<file path="src/sv/psd_pkg.sv">
// ---------------------------------------------------------------------------
// psd_pkg
// Shared types and constants for the point to segment distance pipeline.
// ---------------------------------------------------------------------------
package psd_pkg;

  // Coordinate and fraction formats.
  localparam int CoordBits = 16;
  localparam int FracBits  = 16;
  localparam int DiffBits  = CoordBits + 1;          // exact coordinate differences
  localparam int ProdBits  = 2 * DiffBits;           // one product of two differences
  localparam int SumBits   = ProdBits + 2;           // sum of three products
  localparam int TBits     = FracBits + 1;           // clamped t, one included
  localparam int ScaleBits = DiffBits + FracBits + 2; // difference times t
  localparam int DistBits  = 34;

  // How t is chosen for a request.
  typedef enum logic [1:0] {
    T_ZERO = 2'd0,
    T_ONE  = 2'd1,
    T_DIV  = 2'd2
  } tsel_t;

  typedef struct packed {
    logic signed [CoordBits-1:0] point_x;
    logic signed [CoordBits-1:0] point_y;
    logic signed [CoordBits-1:0] point_z;
    logic signed [CoordBits-1:0] start_x;
    logic signed [CoordBits-1:0] start_y;
    logic signed [CoordBits-1:0] start_z;
    logic signed [CoordBits-1:0] end_x;
    logic signed [CoordBits-1:0] end_y;
    logic signed [CoordBits-1:0] end_z;
  } req_t;

  typedef struct packed {
    logic [DistBits-1:0]         distance_squared;
    logic [TBits-1:0]            segment_fraction;
    logic signed [CoordBits-1:0] nearest_x;
    logic signed [CoordBits-1:0] nearest_y;
    logic signed [CoordBits-1:0] nearest_z;
    logic                        degenerate;
  } rsp_t;

  // Data that rides alongside the divider.
  typedef struct packed {
    logic [2:0][CoordBits-1:0] p;
    logic [2:0][CoordBits-1:0] a;
    logic [2:0][DiffBits-1:0]  d;
    logic                      degen;
    tsel_t                     sel;
  } side_t;

endpackage

</file>
<file path="src/sv/psd_div.sv">
// ---------------------------------------------------------------------------
// psd_div
// Pipelined restoring divider: one quotient bit per stage, FracBits stages.
// Computes floor((num << FracBits) / den) for num < den.
// ---------------------------------------------------------------------------
module psd_div (
  input  logic                         clk,
  input  logic                         rst_n,
  input  logic                         en,
  input  logic                         in_valid,
  input  logic [psd_pkg::SumBits-1:0]  num,
  input  logic [psd_pkg::SumBits-1:0]  den,
  output logic                         out_valid,
  output logic [psd_pkg::FracBits-1:0] quot
);
  import psd_pkg::*;

  logic [SumBits-1:0]  rem_r [FracBits];
  logic [SumBits-1:0]  den_r [FracBits];
  logic [FracBits-1:0] q_r   [FracBits];
  logic [FracBits-1:0] vld_r;

  logic [SumBits-1:0]  rem_nxt [FracBits];
  logic [FracBits-1:0] q_nxt   [FracBits];

  // One shift, compare and subtract per stage.
  always_comb begin
    logic [SumBits:0]    sh;
    logic [SumBits-1:0]  r_in;
    logic [SumBits-1:0]  d_in;
    logic [FracBits-1:0] q_in;
    for (int k = 0; k < FracBits; k++) begin
      r_in = (k == 0) ? num : rem_r[(k == 0) ? 0 : k-1];
      d_in = (k == 0) ? den : den_r[(k == 0) ? 0 : k-1];
      q_in = (k == 0) ? '0  : q_r[(k == 0) ? 0 : k-1];
      sh   = {r_in, 1'b0};
      if (sh >= {1'b0, d_in}) begin
        rem_nxt[k] = SumBits'(sh - {1'b0, d_in});
        q_nxt[k]   = {q_in[FracBits-2:0], 1'b1};
      end else begin
        rem_nxt[k] = sh[SumBits-1:0];
        q_nxt[k]   = {q_in[FracBits-2:0], 1'b0};
      end
    end
  end

  // Stage registers advance together under the shared enable.
  always_ff @(posedge clk) begin
    if (en) begin
      for (int k = 0; k < FracBits; k++) begin
        rem_r[k] <= rem_nxt[k];
        q_r[k]   <= q_nxt[k];
        den_r[k] <= (k == 0) ? den : den_r[(k == 0) ? 0 : k-1];
      end
    end
  end

  // Valid bits travel with the data.
  always_ff @(posedge clk) begin
    if (!rst_n) begin
      vld_r <= '0;
    end else if (en) begin
      vld_r <= {vld_r[FracBits-2:0], in_valid};
    end
  end

  assign out_valid = vld_r[FracBits-1];
  assign quot      = q_r[FracBits-1];

endmodule

</file>
<file path="config.mk">
export PLATFORM = sky130hd
export DESIGN_NAME = psd_div
export DESIGN_NICKNAME = d
export VERILOG_FILES = /design/src/sv/psd_pkg.sv /design/src/sv/psd_div.sv
export SDC_FILE = /design/constraint.sdc
export NUM_CORES = 2
export LEC_CHECK = 0
export BUFFER_PORTS_ARGS = -buffer_cell sky130_fd_sc_hd__buf_4
export CORE_MARGIN = 8
export CORE_UTILIZATION = 60
export DETAILED_ROUTE_END_ITERATION = 10
export PLACE_DENSITY = 0.76
export SLEW_MARGIN = 10
export SYNTH_ARGS = -nofsm -noshare
export SYNTH_HDL_FRONTEND = slang
export SYNTH_SLANG_ARGS = --single-unit
</file>
<file path="constraint.sdc">
create_clock -name clk -period 4 [get_ports clk]
set_input_delay 0.2 -clock clk [delete_from_list [all_inputs] [get_ports clk]]
set_output_delay 0.2 -clock clk [all_outputs]
set_load 0.005 [all_outputs]
</file>
# Word level (Yosys, flattened, before mapping)

Memory sizes are Yosys's and may differ from the RTL's.
Index checks and enable logic that the tools add are counted.

Input bits: 76
Memories kept: 3
Logic and storage cells: 70
RAM bits: 1408
Register bits: 16
Output and inout port bits: 17

Memory list:

| memory | words | bits a word | read ports | clocked after memory_dff | wr ports | RTL line      | RTL |
|---|---|---|---|---|---|---|---|
| den_r  | 16    | 36          | 15         | 0                        | 16       | psd_div.sv:19 | `logic [SumBits-1:0] den_r [FracBits];` |
| rem_r  | 16    | 36          | 15         | 0                        | 16       | psd_div.sv:18 | `logic [SumBits-1:0] rem_r [FracBits];` |
| q_r    | 16    | 16          | 16         | 0                        | 16       | psd_div.sv:20 | `logic [FracBits-1:0] q_r [FracBits];` |

Multiplexer cells: 34
Add/subtract/negate cells: 16
Order comparisons: 16

Operator list:

| operator                       | count |
|---|---|
| >= comparator 37 x 36 -> 1 bit | 16 |
| 2-to-1 mux 36 bit              | 16 |
| subtractor 36 bit              | 16 |
| 2-to-1 mux 1 bit               | 18 |

# Logic depth before layout (Yosys ltp)

An unclocked memory read counts as a cell.

Depth in word-level cells: 3
Depth in mapped cells: 16
Depth with buffers taken out: 13

# Least setup slack after synthesis

No wires, ideal clock.

Kind: register -> register
Start point: memory rem_r[0][144] (netlist name)
End point: memory rem_r[0][208] (netlist name), data pin
Path buffers: 0
Arrival: 3287 ps
Period minus slack after synthesis: 3559 ps
Stages on the path, launching flop included: 13
Slack: 441 ps
Setup time: 272 ps
Data required time: 3728 ps
Path through: edfxtp_1 > ha_1 > nor2b_1 > o21ai_2 > a21boi_1 > o31a_1 > o41a_1 > a221o_1 > a21o_1 > a41oi_4 > inv_2 > and4b_1 > or4b_1

RTL lines:

| item               | RTL line |
|---|---|
| start: declaration | psd_div.sv:18 |

==> metrics <==
Ys Warns=0; Sequential Power Share=0.328; Commonest cells post-synth=1216 x edfxtp_1, 724 x inv_1, 689 x a21oi_1; # setup viols final=0; fin. max-slew vios=0; CP Max Fanout=18; crit path capture type=register; CTS Buffer Depth=3; top-area cell type share of the netlist area=0.497; R2R setup slack=~0.13 ns; Post-Syn Area per Cell=10.5 µm²; # IOs=93; CTS Root Cell=clkbuf_16; Sw Share=0.391; Syn Inst Count=around 7000; final wirelength=about 190 mm; H-tree levels=4; clk slew on worst S/H paths=roughly 0.06 ns; GRT met1 Usage=0.348; CTS Sinks=roughly 1200; Cell Area, Synth=0.0735 mm²; crit path kind=register to register; DIE AREA=0.134 mm²; WL per Instance=just over 20 µm; Yosys cell types=86; TritonCTS clock tree=yes; core area=0.122 mm²; vias in the first global route=between 50000 and 60000; RSZ-0062 raised after global routing=false; Req. time, crit path=approximately 4.5 ns; # port buffers=92; P per Cell Area=~800 mW/mm²; GR peak layer=met2; Main synth FF type=edfxtp_1; Yosys reg bits=between 1000 and 1500; drt pass-1 iters=8; worst slew pin tran=between 0.9 and 1 ns; largest net degree at the start of global routing=150; arrival time worst endpoint=~4.4 ns; status=finished, final reports clean; clock skew=about 0.036 ns; Leak=roughly 35 nW; Clock power frac=0.191; placed wire-length estimate=around 140 mm; total gr overflow=0; Vias/cell=~6; ratio of cells with drive above 1 in the final layout=0.0857; Hold Path Class=input port to register; share of synthesized registers carrying an async set or reset=0; Synth area leader=edfxtp_1; Area contributors post-synth=edfxtp_1 50%, ha_1 9.8%, a21oi_1 4.7%, inv_1 3.7%, a21o_1 3.5%; met3 global-route usage=0.0398; initial antenna violation count=2; GR Layer Usage met2=0.450; Die Wd=~370 µm; nets=roughly 8000; most frequent cell after synthesis=edfxtp_1; clk_lat worst skew=slightly below 0.8 ns; Routed Antenna Nets=0; final cycle utilization of the critical path=0.967; initial core utilization=0.604; Internal Power=approximately 40 mW; Antenna Cells=0; routed via count=about 54000; relative slew slack=0.318; VDD IR max=a little over 500 µV; switching power=around 26 mW; CTS buffer count=135; FMAX=between 200 and 300 MHz; placer's final routability congestion estimate=approximately 0.96; syn_nets=between 7000 and 8000; EDFF count, synth=1216; first-pass GRT wire length=between 200 and 300 mm; drt initial violations=4796; Logic pwr share=0.481; Power Total=between 60 and 70 mW; post-synthesis sequential area ratio=0.501; setup TNS=0 ns; Synth-to-Final Area Change=12.3%; startpoint types=register; Tot GR Track Use=0.268; row count=roughly 130; Die H=366 µm; endpoints failing hold=0; # Max-Cap Violations=0; drt drc=0; final worst path period need=roughly 3.9 ns
[metal layers]
layer	routed length [µm]	share of wire
met5	12	0.000064
met4	8500	0.046
met3	11300	0.061
met2	88800	0.48
met1	77700	0.42
[sequential cells by signal (all words and copies together) (netlist names)]
signal	cells
vld_r	16
den_r	540
rem_r	540
q_r	136
[power groups by stage]
| stage | Sequential [mW] | Combinational (mW) | Clock [mW] |
|---|---|---|---|
| 3_5_place_dp | 21.9 | 31.1 | 0 |
| 6_report | 21.8 | 31.9 | 12.7 |
| 2_1_floorplan | 20.7 | 23.1 | 0 |
| 4_1_cts | 21.7 | 31.4 | 12.9 |
| 3_3_place_gp | 21.9 | 30.6 | 0 |
| 5_1_grt | 22.0 | 35.1 | 13.4 |
[worst paths after layout]
kind / start / endpoint / cells after the start
worst min-delay path: den[18] / den_r[0][18]$_DFFE_PP_ / 2
worst max register to register: rem_r[0][13]$_DFFE_PP_ / rem_r[0][45]$_DFFE_PP_ / 11
worst min register to register: q_r[1][68]$_DFFE_PP_ / q_r[1][85]$_DFFE_PP_ / 0
worst max-delay path: rem_r[0][13]$_DFFE_PP_ / rem_r[0][45]$_DFFE_PP_ / 11
[critical path, stage by stage (launching register included)]
cell and delay, ns:
edfxtp_1 0.40, ha_1 0.33, a21o_1 0.21, a21o_1 0.18
a21o_1 0.18, a311o_1 0.40, a2111oi_0 0.57, o311a_1 0.34
or2_2 0.16, o41a_2 0.24, buf_4 0.25, mux2_2 0.36
[kinds of logic after synthesis]
logic type	synth area share
AO/OA/AOI/OAI	0.169
AND/OR/NAND/NOR	0.111
flip-flops	0.501
buffers and inverters	0.0465
adder cells (fa/ha/maj)	0.102
XOR/XNOR	0.0518
multiplexers	0.0183
[final cells by class]
type                       count  area, µm²
clock buffer                 163       3530
sequential                  1232      36800
tap                         1625       2030
fill                        9176      39100
clock inverter                81       1030
multi-input combinational   4863      33400
timing repair buffer         332       3030
inverter                     728       2730
[placed cells by master, fill, tap and decap left out, types with 27 or more instances in the layout]
cell type and instances:
nand4_1 72, and3_1 61, nor3_1 81, nor2_1 540, a31oi_1 46, clkbuf_16 135, a211oi_1 40, nand2_1 476
and2_1 38, a21o_1 338, nor4_1 27, nand3_1 132, xnor2_1 234, a21oi_1 688, mux2_2 101, o21ai_0 387
o21bai_1 69, o21a_1 78, buf_4 228, inv_1 723, buf_12 28, or2_2 29, nor2b_1 100, dlygate4sd3_1 76
o211ai_1 34, edfxtp_1 1216, xor2_1 201, nand2b_1 86, o31ai_1 50, ha_1 575
[stage by stage]
stage	utilization	area, µm²	hold WS [ns]	setup slack (ns)	instances
after floorplan	-	73500	0.299	0.441	7001
after CTS	0.678	82500	0.103	0.0789	9023
final	0.678	82600	0.169	0.134	9024
after detailed placement	0.634	77200	0.394	0.117	8703
after global routing	0.678	82600	0.133	0.00924	9024
after global placement	0.634	77200	0.394	0.0773	8703
[what timing repair did]
action / CTS / global route
hold endpoints to repair: 124 / 0
endpoints found under the setup margin: 0 / 70
buffers inserted: 0 / 1
hold buffers: 76 / 0
gates resized for setup: 0 / 8
(Power assumes the default switching activity.)
